[config.mk]
export PLATFORM = sky130hd
export DESIGN_NAME = fbm_tab
export DESIGN_NICKNAME = d
export VERILOG_FILES = /design/src/rtl/core/fbm_pkg.sv /design/src/rtl/core/fbm_tab.sv
export SDC_FILE = /design/constraint.sdc
export NUM_CORES = 2
export LEC_CHECK = 0
export BUFFER_PORTS_ARGS = -buffer_cell sky130_fd_sc_hd__buf_2
export CAP_MARGIN = 25
export CORE_ASPECT_RATIO = 0.5
export CORE_MARGIN = 2
export CORE_UTILIZATION = 40
export CTS_CLUSTER_DIAMETER = 100
export DETAILED_ROUTE_END_ITERATION = 8
export GPL_ROUTABILITY_DRIVEN = 1
export PLACE_DENSITY_LB_ADDON = 0.05
export SLEW_MARGIN = 10
export SYNTH_ARGS = -nofsm -noshare
export SYNTH_HDL_FRONTEND = slang
export SYNTH_SLANG_ARGS = --single-unit
[constraint.sdc]
create_clock -name clock -period 11.2 [get_ports clock]
set_input_delay 3.36 -clock clock [delete_from_list [all_inputs] [get_ports clock]]
set_output_delay 3.36 -clock clock [all_outputs]
set_load 0.02 [all_outputs]
[src/rtl/core/fbm_pkg.sv]
// ---------------------------------------------------------------------------
// fbm_pkg
// Shared constants, CSR codes and reset values for the fractal value noise unit.
// ---------------------------------------------------------------------------
package fbm_pkg;

   localparam int OCTAVES_MAX_DEF = 8;
   localparam int COORD_FRAC_DEF  = 16;

   localparam int COORD_W     = 32;
   localparam int NOISE_W     = 16;
   localparam int CSR_DATA_W  = 32;
   localparam int CSR_INDEX_W = 2;
   localparam int FREQ_W      = 32;
   localparam int AMP_W       = 32;
   localparam int LANE_W      = 57;   // signed corner blend times amplitude

   // register stages inside one octave lane and inside the divider
   localparam int LANE_STAGES = 11;
   localparam int DIV_STAGES  = 18;

   typedef enum logic [CSR_INDEX_W-1:0] {
      CSR_SEED         = 2'd0,
      CSR_OCTAVE_COUNT = 2'd1,
      CSR_LACUNARITY   = 2'd2,
      CSR_GAIN         = 2'd3
   } csr_index_type;

   localparam logic [31:0] SEED_RST         = 32'd0;
   localparam logic [3:0]  OCTAVE_COUNT_RST = 4'd1;
   localparam logic [15:0] LACUNARITY_RST   = 16'd8192;
   localparam logic [15:0] GAIN_RST         = 16'd8192;

   localparam logic [31:0] FREQ_START = 32'd4096;
   localparam logic [31:0] AMP_START  = 32'd16384;

   localparam logic [31:0] HASH_KX = 32'h9e3779b9;
   localparam logic [31:0] HASH_KY = 32'h85ebca6b;
   localparam logic [31:0] HASH_KZ = 32'hc2b2ae35;
   localparam logic [31:0] HASH_M1 = 32'h7feb352d;
   localparam logic [31:0] HASH_M2 = 32'h846ca68b;

endpackage

[src/rtl/core/fbm_tab.sv]
// ---------------------------------------------------------------------------
// fbm_tab
// CSR file plus per-octave frequency / amplitude table builder.
// ---------------------------------------------------------------------------
module fbm_tab #(
   parameter int OCTAVES_MAX = fbm_pkg::OCTAVES_MAX_DEF,
   parameter int NORM_W      = 33
) (
   input  logic                             clock,
   input  logic                             reset,
   input  logic                             csr_write_en,
   input  logic [fbm_pkg::CSR_INDEX_W-1:0]  csr_index,
   input  logic [fbm_pkg::CSR_DATA_W-1:0]   csr_write_data,
   output logic [31:0]                      seed,
   output logic [fbm_pkg::FREQ_W-1:0]       freq_tab [OCTAVES_MAX],
   output logic [fbm_pkg::AMP_W-1:0]        amp_tab  [OCTAVES_MAX],
   output logic [NORM_W-1:0]                norm,
   output logic                             busy
);
   import fbm_pkg::*;

   localparam int KW = (OCTAVES_MAX > 1) ? $clog2(OCTAVES_MAX) : 1;

   logic [31:0]       seed_ff;
   logic [3:0]        octave_count_ff;
   logic [15:0]       lacunarity_ff;
   logic [15:0]       gain_ff;
   logic              busy_ff;
   logic [KW-1:0]     step_ff;
   logic [FREQ_W-1:0] freq_run_ff;
   logic [AMP_W-1:0]  amp_run_ff;
   logic [NORM_W-1:0] norm_ff;
   logic [FREQ_W-1:0] freq_tab_ff [OCTAVES_MAX];
   logic [AMP_W-1:0]  amp_tab_ff  [OCTAVES_MAX];

   logic [4:0]        oct_n;
   logic [47:0]       freq_prod;
   logic [47:0]       amp_prod;
   logic [FREQ_W-1:0] freq_in;
   logic [AMP_W-1:0]  amp_in;
   logic [AMP_W-1:0]  amp_used;

   always_comb begin
      oct_n = ({1'b0, octave_count_ff} > 5'(OCTAVES_MAX)) ? 5'(OCTAVES_MAX)
                                                         : {1'b0, octave_count_ff};
      freq_prod = 48'(freq_run_ff) * 48'(lacunarity_ff);
      amp_prod  = 48'(amp_run_ff) * 48'(gain_ff);
      freq_in   = (|freq_prod[47:44]) ? '1 : freq_prod[43:12];
      amp_in    = (|amp_prod[47:46]) ? '1 : amp_prod[45:14];
      // octaves past the count get zero weight
      amp_used  = (5'(step_ff) < oct_n) ? amp_run_ff : '0;
   end

   always_ff @(posedge clock) begin
      if (reset) begin
         seed_ff         <= SEED_RST;
         octave_count_ff <= OCTAVE_COUNT_RST;
         lacunarity_ff   <= LACUNARITY_RST;
         gain_ff         <= GAIN_RST;
         busy_ff         <= 1'b1;
         step_ff         <= '0;
         freq_run_ff     <= FREQ_START;
         amp_run_ff      <= AMP_START;
         norm_ff         <= '0;
      end else if (csr_write_en) begin
         case (csr_index_type'(csr_index))
            CSR_SEED:         seed_ff         <= csr_write_data[31:0];
            CSR_OCTAVE_COUNT: octave_count_ff <= csr_write_data[3:0];
            CSR_LACUNARITY:   lacunarity_ff   <= csr_write_data[15:0];
            CSR_GAIN:         gain_ff         <= csr_write_data[15:0];
            default:          seed_ff         <= seed_ff;
         endcase
         busy_ff     <= 1'b1;
         step_ff     <= '0;
         freq_run_ff <= FREQ_START;
         amp_run_ff  <= AMP_START;
         norm_ff     <= '0;
      end else if (busy_ff) begin
         freq_tab_ff[step_ff] <= freq_run_ff;
         amp_tab_ff[step_ff]  <= amp_used;
         norm_ff              <= norm_ff + NORM_W'(amp_used);
         freq_run_ff          <= freq_in;
         amp_run_ff           <= amp_in;
         step_ff              <= step_ff + 1'b1;
         if (step_ff == KW'(OCTAVES_MAX - 1)) begin
            busy_ff <= 1'b0;
         end
      end
   end

   assign seed     = seed_ff;
   assign freq_tab = freq_tab_ff;
   assign amp_tab  = amp_tab_ff;
   assign norm     = norm_ff;
   assign busy     = busy_ff;

endmodule

==> results by group <==
Placed design
  • Place WS: 2700 ps
  • PortBufs: 614
  • Dpl hpwl: between 100 and 150 mm
  • Placed Area: about 60000 um^2
  • Global placer's final weighted congestion: 0.942

STA
  • Sum Neg Setup Slack: 0 ps
  • RSZ-0062 raised after global routing: no
  • Hold Vio Cnt, Final: 0
  • PnR worst setup slack: about 2600 ps
  • Actual slew at the worst max-slew pin: 1050 ps
  • Max Fclk: 0.116 GHz
  • Slew Limit Fails: 0
  • Worst rel slew slack: around 30%
  • Fin crit share: between 70% and 80%
  • Final setup viols: 0
  • Clk_skew: 35.8 ps
  • Post-route minimum period: 8610 ps

Cells and area
  • Most common cell after layout, fill and taps aside: inv_1
  • Post-route design area: just over 60000 um^2
  • Synth-to-layout area growth: 14.5%
  • Filler Cell Count: 12666
  • Share of cells above drive strength 1: around 16%
  • Most frequent cells in the layout: inv_1, fa_1, nand2_1
  • Final net count: about 6700

Logic synthesis
  • Main synth FF type: edfxtp_1
  • Post-Syn Instances: 5033
  • Sequential area share after synthesis: between 30 and 40%
  • Number of synthesized flops with an enable pin: 512
  • Synth cell types: 75
  • Mapped Nets: 6175
  • Async SR Flop Fraction: 0%
  • Count of warnings emitted by yosys: 0
  • #FFs+latches synth: 681
  • Mean Syn Cell Area: 10.8 um^2
  • Synth Cell Area: around 54000 um^2

GRT
  • Met2 global-route usage: 44.3%
  • Global-route wire length before repair: 272 mm
  • Global Route met1 Usage: 36.8%
  • Grt peak-use layer: met2
  • Total Routing Usage GR: 26.5%
  • Grt ovf: 0
  • Initial antenna violation count: 10
  • Largest net degree at the start of global routing: 68
  • Met3 Use GR: 3.99%
  • Vias in the first global route: 40479

Die
  • Num ports: 615
  • Row count: 95
  • Die X: 525 um
  • Initial Utilization: 40.4%
  • Area of the die: 139000 um^2
  • Die Ht: 264 um
  • Core box area: ~130000 um^2

Clocking
  • Hold_buf cts: 0
  • Clock buffer depth: 3
  • Clock sink total: 681
  • CTS H-tree depth: 3
  • Post-CTS sizing: 0
  • Setup Buffers After CTS: 0
  • Root Driver: clkbuf_16
  • TritonCTS clock tree: built
  • Clk_lat worst skew: between 600 and 700 ps
  • Clock slew seen by the registers of the worst setup and hold paths: ~60 ps
  • Num CTS Buffers: 71

Critical path
  • CP required: 11720 ps
  • Reg-to-reg startpoint: gain_ff[4]$_SDFFE_PP0P_
  • Worst R2R Path Depth: 26
  • Stages on worst setup path: 26
  • Crit-path max cell delay: slightly above 800 ps
  • Worst Path Buf+Inv: 8
  • Crit end category: flop
  • R2r setup slk: ~2600 ps
  • Max FO, Critical Path: 31
  • Slowest-stage cell, CP: dfxtp_1
  • Most Frequent Cell on Critical Path: fa_1
  • Critical path type: reg2reg
  • Crit path DAT: between 9000 and 10000 ps
  • Kind of cell adding the most delay to the critical path: adder cells
  • FF-to-FF End: amp_run_ff[3]$_SDFFE_PP0P_
  • Worst setup endpoint: amp_run_ff[3]$_SDFFE_PP0P_
  • Startpoint types: flop
  • Crit path launch: gain_ff[4]$_SDFFE_PP0P_

Drt
  • Post-Route WL: 182 mm
  • Routed WL per cell: 24.5 um
  • Drt via density: 5.14
  • Final ANT Viol Nets: 0
  • DR iter-0 viols: 2790
  • Total number of vias: 38309
  • DRC: 0
  • First-pass iteration count of the detailed router: 6

Hold path
  • Worst Hold Class: reg2reg
  • HP Start: seed[8]$_SDFFE_PP0P_

Job
  • MaxCap Viol Count: 0

Power
  • Net switching power: 1.43 mW
  • Switch share: between 20% and 30%
  • Logic gate share of total power: 6.2%
  • Pint: roughly 4.2 mW
  • Clock power share: 44.8%
  • Sequential Power Share: around half
  • Power, Total: 5.63 mW
  • Power Density: 90.6 nW/um^2
  • LEAKAGE: 27.9 nW
  • Peak supply drop: 0.0000921 V

Run status
  • Run status: finished, final reports clean
## synthesized netlist by cell type, types with 4 or more instances
library cell  instances  area, um^2
nand2_1             834        3130
nor3b_1               4        30.0
and3_1               19         119
o21ai_0              87         435
a211oi_1             15         113
edfxtp_1            512       15400
a31o_2                4        35.0
inv_1               945        3550
o21bai_1              7        52.6
nor2_1               96         360
a211o_1               4        35.0
nand3_1              17        85.1
nand3b_1              6        45.0
or2_2                 7        43.8
o221a_1              20         225
a221oi_1              4        35.0
xor2_1               33         289
nor3_1               30         150
fa_1                835       16700
mux2i_1              27         270
o21a_1               17         128
a41oi_1               4        35.0
nor2b_1              47         294
clkbuf_1            237         890
a21o_1               49         368
buf_2                 4        20.0
ha_1                270        3380
and2_1              371        2320
dfxtp_1             169        3380
nand2b_1             13        81.3
nor4_1                5        31.3
xnor2_1              56         490
o221a_2               8        90.1
a31oi_1              16         100
a21oi_1             182         911
nand4_1              12        75.1
or3_1                 8        50.1
## power by group through the flow
stage / combinational [mW] / sequential, mW / clock (mW)
floorplan: 0.175 / 2.82 / 0
global placement: 0.344 / 2.81 / 0
detailed placement: 0.346 / 2.82 / 0
CTS: 0.348 / 2.76 / 2.58
global route: 0.380 / 2.76 / 2.68
finish: 0.350 / 2.76 / 2.52
## cell families after synthesis
family / count (synthesis) / share of synthesized area, %
simple gates: 1479 / 12.7
flops: 681 / 34.6
buf+inv: 1193 / 8.30
fa+ha+maj: 1105 / 37.0
compound gates: 459 / 5.45
mux: 27 / 0.498
xor+xnor: 89 / 1.44
## registers in the layout, indices dropped and copies added (netlist names)
signal	flops
step_ff	3
seed	32
lacunarity_ff	16
octave_count_ff	4
busy	1
gain_ff	16
norm	33
freq_run_ff	32
amp_tab	256
amp_run_ff	32
freq_tab	256
## worst min-delay path by stage
stage / to / slack, ps / cells after the start
floorplan: octave_count_ff[0]$_SDFFE_PP1P_ / 440 / 1
global placement: seed[4]$_SDFFE_PP0P_ / 440 / 2
detailed placement: seed[30]$_SDFFE_PP0P_ / 440 / 2
CTS: seed[30]$_SDFFE_PP0P_ / 450 / 2
global route: lacunarity_ff[8]$_SDFFE_PP0P_ / 470 / 2
finish: seed[8]$_SDFFE_PP0P_ / 450 / 2
## worst reg2reg max path: cells and delay by family (launching register included)
family | cells | cell delay [ps]
compound gates | 7 | 2020
fa+ha+maj | 7 | 3340
buf+inv | 8 | 1320
flops | 1 | 820
simple gates | 4 | 960
## stage by stage
stage	hold slack (ps)	std cells	utilization, %
after floorplan	437	5033	-
after global placement	441	7304	44.3
after detailed placement	445	7307	44.3
after CTS	453	7439	46.1
after global routing	473	7446	46.2
final	451	7449	46.2
## metal layers
metal	vias up	routed length, um
li1	16758	-
met1	20320	80100
met2	1041	88600
met3	188	10500
met4	2	3180
met5	-	13
## cell type report
| cell class | instances | area [um^2] | share of cell area [%] |
|---|---|---|---|
| clock inverters | 41 | 513 | 0.826 |
| diodes | 4 | 10.0 | 0.0161 |
| inverters | 946 | 3550 | 5.71 |
| flip-flops and latches | 681 | 18800 | 30.2 |
| multi-input cells | 3159 | 31100 | 50.0 |
| clock buffers | 91 | 1920 | 3.09 |
| well taps | 1794 | 2240 | 3.61 |
| repair buffers | 733 | 4030 | 6.49 |
(Power assumes the default switching activity.)
