`config.mk`:
```
export PLATFORM = sky130hd
export DESIGN_NAME = fbm_div
export DESIGN_NICKNAME = d
export VERILOG_FILES = /design/src/rtl/core/fbm_pkg.sv /design/src/rtl/core/fbm_div.sv
export SDC_FILE = /design/constraint.sdc
export NUM_CORES = 2
export LEC_CHECK = 0
export BUFFER_PORTS_ARGS = -buffer_cell sky130_fd_sc_hd__buf_2
export CORE_UTILIZATION = 35
export DETAILED_ROUTE_END_ITERATION = 7
export MAX_ROUTING_LAYER = met4
export PLACE_DENSITY = 0.5
export SLEW_MARGIN = 25
export SYNTH_ARGS = -nofsm -noshare
export SYNTH_HDL_FRONTEND = slang
export SYNTH_SLANG_ARGS = --single-unit
```
`constraint.sdc`:
```
create_clock -name clock -period 5.55 [get_ports clock]
set_clock_uncertainty 0.15 [all_clocks]
set_input_delay 0.8325 -clock clock [delete_from_list [all_inputs] [get_ports clock]]
set_output_delay 0.8325 -clock clock [all_outputs]
set_load 0.01 [all_outputs]
```
`src/rtl/core/fbm_pkg.sv`:
```
// ---------------------------------------------------------------------------
// fbm_pkg
// Shared constants, CSR codes and reset values for the fractal value noise unit.
// ---------------------------------------------------------------------------
package fbm_pkg;

   localparam int OCTAVES_MAX_DEF = 8;
   localparam int COORD_FRAC_DEF  = 16;

   localparam int COORD_W     = 32;
   localparam int NOISE_W     = 16;
   localparam int CSR_DATA_W  = 32;
   localparam int CSR_INDEX_W = 2;
   localparam int FREQ_W      = 32;
   localparam int AMP_W       = 32;
   localparam int LANE_W      = 57;   // signed corner blend times amplitude

   // register stages inside one octave lane and inside the divider
   localparam int LANE_STAGES = 11;
   localparam int DIV_STAGES  = 18;

   typedef enum logic [CSR_INDEX_W-1:0] {
      CSR_SEED         = 2'd0,
      CSR_OCTAVE_COUNT = 2'd1,
      CSR_LACUNARITY   = 2'd2,
      CSR_GAIN         = 2'd3
   } csr_index_type;

   localparam logic [31:0] SEED_RST         = 32'd0;
   localparam logic [3:0]  OCTAVE_COUNT_RST = 4'd1;
   localparam logic [15:0] LACUNARITY_RST   = 16'd8192;
   localparam logic [15:0] GAIN_RST         = 16'd8192;

   localparam logic [31:0] FREQ_START = 32'd4096;
   localparam logic [31:0] AMP_START  = 32'd16384;

   localparam logic [31:0] HASH_KX = 32'h9e3779b9;
   localparam logic [31:0] HASH_KY = 32'h85ebca6b;
   localparam logic [31:0] HASH_KZ = 32'hc2b2ae35;
   localparam logic [31:0] HASH_M1 = 32'h7feb352d;
   localparam logic [31:0] HASH_M2 = 32'h846ca68b;

endpackage

```
`src/rtl/core/fbm_div.sv`:
```
// ---------------------------------------------------------------------------
// fbm_div
// Normalizing divide: floor(total / (norm * 2^8)) saturated to Q1.15.
// Restoring divider, one quotient bit per stage.
// ---------------------------------------------------------------------------
module fbm_div #(
   parameter int SUM_W  = 60,
   parameter int NORM_W = 33
) (
   input  logic                              clock,
   input  logic                              en,
   input  logic signed [SUM_W-1:0]           total,
   input  logic [NORM_W-1:0]                 norm,
   output logic signed [fbm_pkg::NOISE_W-1:0] noise
);
   import fbm_pkg::*;

   localparam int CW = ((SUM_W > NORM_W + 24) ? SUM_W : NORM_W + 24) + 1;
   localparam int QB = NOISE_W;

   logic [CW-1:0]  d;
   logic           neg_a_ff;
   logic [CW-1:0]  mag_ff;
   logic [CW-1:0]  rem_ff [QB];
   logic [QB-1:0]  q_ff   [QB];
   logic           neg_ff [QB];
   logic           ovf_ff [QB];
   logic signed [NOISE_W-1:0] noise_ff;

   logic [NOISE_W:0]          up;
   logic signed [NOISE_W-1:0] noise_in;

   assign d = CW'({norm, 8'd0});

   always_ff @(posedge clock) begin
      if (en) begin
         neg_a_ff <= total[SUM_W-1];
         mag_ff   <= total[SUM_W-1] ? CW'(-total) : CW'(total);
      end
   end

   for (genvar i = 0; i < QB; i++) begin : g_bit
      localparam int B = QB - 1 - i;
      logic [CW-1:0] rem_prev;
      logic [QB-1:0] q_prev;
      logic          neg_prev;
      logic          ovf_prev;
      logic [CW-1:0] dsh;
      if (i == 0) begin : g_first
         assign rem_prev = mag_ff;
         assign q_prev   = '0;
         assign neg_prev = neg_a_ff;
         // quotient would need more than QB bits
         assign ovf_prev = (mag_ff >= (d << QB));
      end else begin : g_next
         assign rem_prev = rem_ff[i-1];
         assign q_prev   = q_ff[i-1];
         assign neg_prev = neg_ff[i-1];
         assign ovf_prev = ovf_ff[i-1];
      end
      assign dsh = d << B;
      always_ff @(posedge clock) begin
         if (en) begin
            neg_ff[i] <= neg_prev;
            ovf_ff[i] <= ovf_prev;
            if (rem_prev >= dsh) begin
               rem_ff[i] <= rem_prev - dsh;
               q_ff[i]   <= q_prev | (QB'(1) << B);
            end else begin
               rem_ff[i] <= rem_prev;
               q_ff[i]   <= q_prev;
            end
         end
      end
   end

   always_comb begin
      up = {1'b0, q_ff[QB-1]} + (NOISE_W+1)'(rem_ff[QB-1] != '0);
      if (norm == '0) begin
         noise_in = '0;
      end else if (!neg_ff[QB-1]) begin
         noise_in = (ovf_ff[QB-1] || q_ff[QB-1][QB-1]) ? {1'b0, {(NOISE_W-1){1'b1}}}
                                                       : q_ff[QB-1];
      end else begin
         // negative totals round toward minus infinity
         noise_in = (ovf_ff[QB-1] || up > {2'b01, {(NOISE_W-1){1'b0}}})
                    ? {1'b1, {(NOISE_W-1){1'b0}}} : NOISE_W'(-up);
      end
   end

   always_ff @(posedge clock) begin
      if (en) begin
         noise_ff <= noise_in;
      end
   end

   assign noise = noise_ff;

endmodule
```
==> impl_metrics.json <==
{
  "max-slew-margin-rel": 0.357,
  "cts-buffers-inserted": 148,
  "floorplan_die_height_um": 475,
  "grt_setup_unrepaired": "false",
  "cellPowerDensity_mw_per_mm2": 511,
  "grt-ovfl-total": 0,
  "crit_chain": "nor4_1, nand4_1, or4_1, ha_1, ha_1, buf_4, nor3_1, o21ai_0, nor4_1, buf_4, mux2_2, a32o_1, inv_1, o21ai_0, a21oi_1, a21oi_1",
  "ys_top_cells_by_area": "sky130_fd_sc_hd__edfxtp_1 (47%), sky130_fd_sc_hd__ha_1 (9.0%), sky130_fd_sc_hd__xnor2_1 (4.6%)",
  "run_status": "finished, final reports clean",
  "cts-root-to-sink-buffers": 3,
  "netlist_instances": 7721,
  "placed_cells": 10800,
  "cts_repair_resize_count": 0,
  "synth.avg_cell_area_um2": 10.1,
  "biggest_area_consumer_among_synthesized_cells": "sky130_fd_sc_hd__edfxtp_1",
  "async_reset_ff_frac": 0,
  "layout-drive-gt1-share": 0.0888,
  "start_util": 0.352,
  "drt_pass1_iterations": 6,
  "buffers_inserted_during_post_cts_setup_optimization": 0,
  "fillerInstances": 21700,
  "tritoncts_clock_tree": "done",
  "vias_per_cell": 5.48,
  "ff2ff_path_depth": 16,
  "quantity_of_hold_fixing_buffers_added_after_cts": 0,
  "synth.ff_latch_count": 1222,
  "number_of_global_route_vias_before_repair": 58900,
  "finalHoldViolations": 0,
  "synthDistinctLibCells": 87,
  "timing.hold.worst.class": "in2reg",
  "post_layout_nonfiller_instances": 11100,
  "port-buffer-count": 110,
  "row_count": 173,
  "yosysSeqAreaShare": 0.470,
  "gp_routability_congestion": 0.911,
  "syn_nets": 8397,
  "path_depth": 16,
  "layout_worst_path_cycle_share": 0.884,
  "power.leakage_nw": 33.1,
  "arrival_ns": 5.28,
  "die-width_um": 475,
  "fmax_ghz": 0.204,
  "post-route-drc-count": 0,
  "drt_wl_total_um": 248000,
  "flow.area_growth_from_synthesis_pct": 14.0,
  "critical_path.slowest_cell": "sky130_fd_sc_hd__or4_1",
  "min_period_ns": 4.90,
  "tightestPinTransition_ns": 0.940,
  "cp_max_fo": 5,
  "timing.setup.tns_ns": 0,
  "setup-violations-final": 0,
  "avgRoutedWirePerCell_um": 22.4,
  "vias": 60900,
  "clk_latency_ns": 0.81,
  "critPathKind": "reg2reg",
  "nNetsFinal": 8694,
  "hold_path_depth": 1,
  "grt_first_pass_wirelength_um": 370000,
  "start_kind": "flop",
  "dp_hpwl_um": 189000,
  "antenna_found_initial": 11,
  "worst_ir_drop_vdd_uv": 282,
  "ant_nets": 0,
  "grt_util_all_layers": 0.224,
  "ctsHtreeMaxLevel": 4,
  "clk_root_buffer_cell": "sky130_fd_sc_hd__clkbuf_16",
  "synthesis.yosys.warnings": 0,
  "final_max_slew_violation_count": 0,
  "postPlaceCellArea_mm2": 0.0842,
  "number_of_top_level_pins": 111,
  "grt_max_degree": 157,
  "max_stage_delay_ns": 0.74,
  "area_of_the_mapped_netlist_mm2": 0.0782,
  "timing.max_cap.violations": 0,
  "synth_top_flop_cell": "sky130_fd_sc_hd__edfxtp_1",
  "design.die.area_mm2": 0.225,
  "cts_clock_pin_slew_for_the_worst_setup_and_hold_paths_ns": 0.06,
  "timing.critical_path.to_type": "flop",
  "yosysTopAreaCellShare": 0.470,
  "design_area_mm2": 0.0891,
  "design.core.area_mm2": 0.222,
  "critical_path_buf_inv_count": 3,
  "cts_num_sinks": 1222,
  "detailedRoute.firstIterationViolations": 4912,
  "required_ns": 5.93,
  "timing.critical_path.max_delay_family": "simple AND/OR/NAND/NOR gates",
  "synth_enable_flop_cells": 1222
}
-- registers in the layout (all words and copies together), names as in the netlist --
name / count
noise: 16
q_ff: 136
g_bit.neg_prev: 1
neg_ff: 16
g_bit.rem_prev: 61
rem_ff: 976
ovf_ff: 16
-- metrics by stage --
stage	util	setup WS [ns]	hold slack, ns	power [W]
global route	0.401	0.333	0.0731	0.0486
global placement	0.379	0.167	0.251	0.0358
detailed placement	0.379	0.208	0.255	0.0358
floorplan	-	0.845	0.250	0.0293
CTS	0.401	0.275	0.0553	0.0458
finish	0.401	0.646	0.120	0.0456
-- placed cells by master, fill, tap and decap left out, types with 132 or more instances in the layout --
| master | n |
|---|---|
| sky130_fd_sc_hd__edfxtp_1 | 1222 |
| sky130_fd_sc_hd__xor2_1 | 310 |
| sky130_fd_sc_hd__nand2_1 | 839 |
| sky130_fd_sc_hd__a21oi_1 | 616 |
| sky130_fd_sc_hd__o21ai_0 | 685 |
| sky130_fd_sc_hd__inv_1 | 189 |
| sky130_fd_sc_hd__nor2_1 | 541 |
| sky130_fd_sc_hd__clkbuf_16 | 149 |
| sky130_fd_sc_hd__nand4_1 | 132 |
| sky130_fd_sc_hd__nor4_1 | 150 |
| sky130_fd_sc_hd__xnor2_1 | 411 |
| sky130_fd_sc_hd__a21o_1 | 299 |
| sky130_fd_sc_hd__nand3_1 | 174 |
| sky130_fd_sc_hd__buf_4 | 249 |
| sky130_fd_sc_hd__nor3_1 | 149 |
| sky130_fd_sc_hd__ha_1 | 565 |
-- power breakdown --
| part | switching (W) | internal, W |
|---|---|---|
| logic | 0.0118 | 0.00825 |
| clock network | 0.00406 | 0.00568 |
| registers | 0.00197 | 0.0138 |
| total | 0.0178 | 0.0278 |
-- area by class of cell --
cell class,count,area (um2),area share
clock inverters,89,1010,0.0113
multi-input cells,6049,39900,0.447
flip-flops and latches,1222,36700,0.412
inverters,200,751,0.00843
clock buffers,178,3840,0.0431
well taps,2975,3720,0.0418
repair buffers,397,3200,0.0359
diodes,4,10.0,0.000112
-- logic make-up (layout without fill, tap and decap cells) --
family / after synthesis / after routing / share of synthesized area
adder cells (fa/ha/maj): 581 / 581 / 0.0946
other: 1 / 5 / 0.0000480
buffers and inverters: 450 / 864 / 0.0217
flip-flops: 1222 / 1222 / 0.470
AO/OA/AOI/OAI: 2199 / 2199 / 0.172
AND/OR/NAND/NOR: 2516 / 2516 / 0.157
multiplexers: 31 / 31 / 0.00435
XOR/XNOR: 721 / 721 / 0.0808
-- per-layer routing --
layer / global-route usage / routed length (um) / up-vias / part of all wire
met5: - / 0 / - / 0
met4: 0.0612 / 6920 / 0 / 0.028
met3: 0.0277 / 11200 / 316 / 0.045
met2: 0.370 / 119000 / 1434 / 0.48
met1: 0.287 / 111000 / 29500 / 0.45
li1: - / - / 29700 / -
-- path summary, 6_finish.rpt --
| path | start | endpoint | slack (ns) |
|---|---|---|---|
| hold / removal | total[0] | g_bit[0].rem_prev[0]$_DFFE_PP_ | 0.12 |
| setup reg to reg | rem_ff[1][485]$_DFFE_PP_ | noise[10]$_SDFFCE_PN0P_ | 0.65 |
| hold reg to reg | q_ff[1][79]$_DFFE_PP_ | q_ff[1][95]$_DFFE_PP_ | 0.26 |
| setup / recovery | rem_ff[1][485]$_DFFE_PP_ | noise[10]$_SDFFCE_PN0P_ | 0.65 |
-- Yosys cell counts, types with 86 or more instances --
master,number
sky130_fd_sc_hd__a21oi_1,618
sky130_fd_sc_hd__nand2_1,839
sky130_fd_sc_hd__ha_1,565
sky130_fd_sc_hd__edfxtp_1,1222
sky130_fd_sc_hd__nor2_1,541
sky130_fd_sc_hd__inv_1,199
sky130_fd_sc_hd__nand3_1,174
sky130_fd_sc_hd__o21ai_0,685
sky130_fd_sc_hd__nor4_1,150
sky130_fd_sc_hd__xnor2_1,411
sky130_fd_sc_hd__a21o_1,299
sky130_fd_sc_hd__clkbuf_1,239
sky130_fd_sc_hd__nand2b_1,86
sky130_fd_sc_hd__nor3_1,151
sky130_fd_sc_hd__nand4_1,132
sky130_fd_sc_hd__xor2_1,310
-- worst register-to-register path, stage by stage, from the launching register on --
cell                       delay (ns)
sky130_fd_sc_hd__edfxtp_1        0.39
sky130_fd_sc_hd__nor4_1          0.41
sky130_fd_sc_hd__nand4_1         0.27
sky130_fd_sc_hd__or4_1           0.74
sky130_fd_sc_hd__ha_1            0.29
sky130_fd_sc_hd__ha_1            0.26
sky130_fd_sc_hd__buf_4           0.18
sky130_fd_sc_hd__nor3_1          0.16
sky130_fd_sc_hd__o21ai_0         0.15
sky130_fd_sc_hd__nor4_1          0.46
sky130_fd_sc_hd__buf_4           0.21
sky130_fd_sc_hd__mux2_2          0.32
sky130_fd_sc_hd__a32o_1          0.28
sky130_fd_sc_hd__inv_1           0.05
sky130_fd_sc_hd__o21ai_0         0.06
sky130_fd_sc_hd__a21oi_1         0.18
sky130_fd_sc_hd__a21oi_1         0.08
No activity file was read; power rests on OpenSTA's default activity.
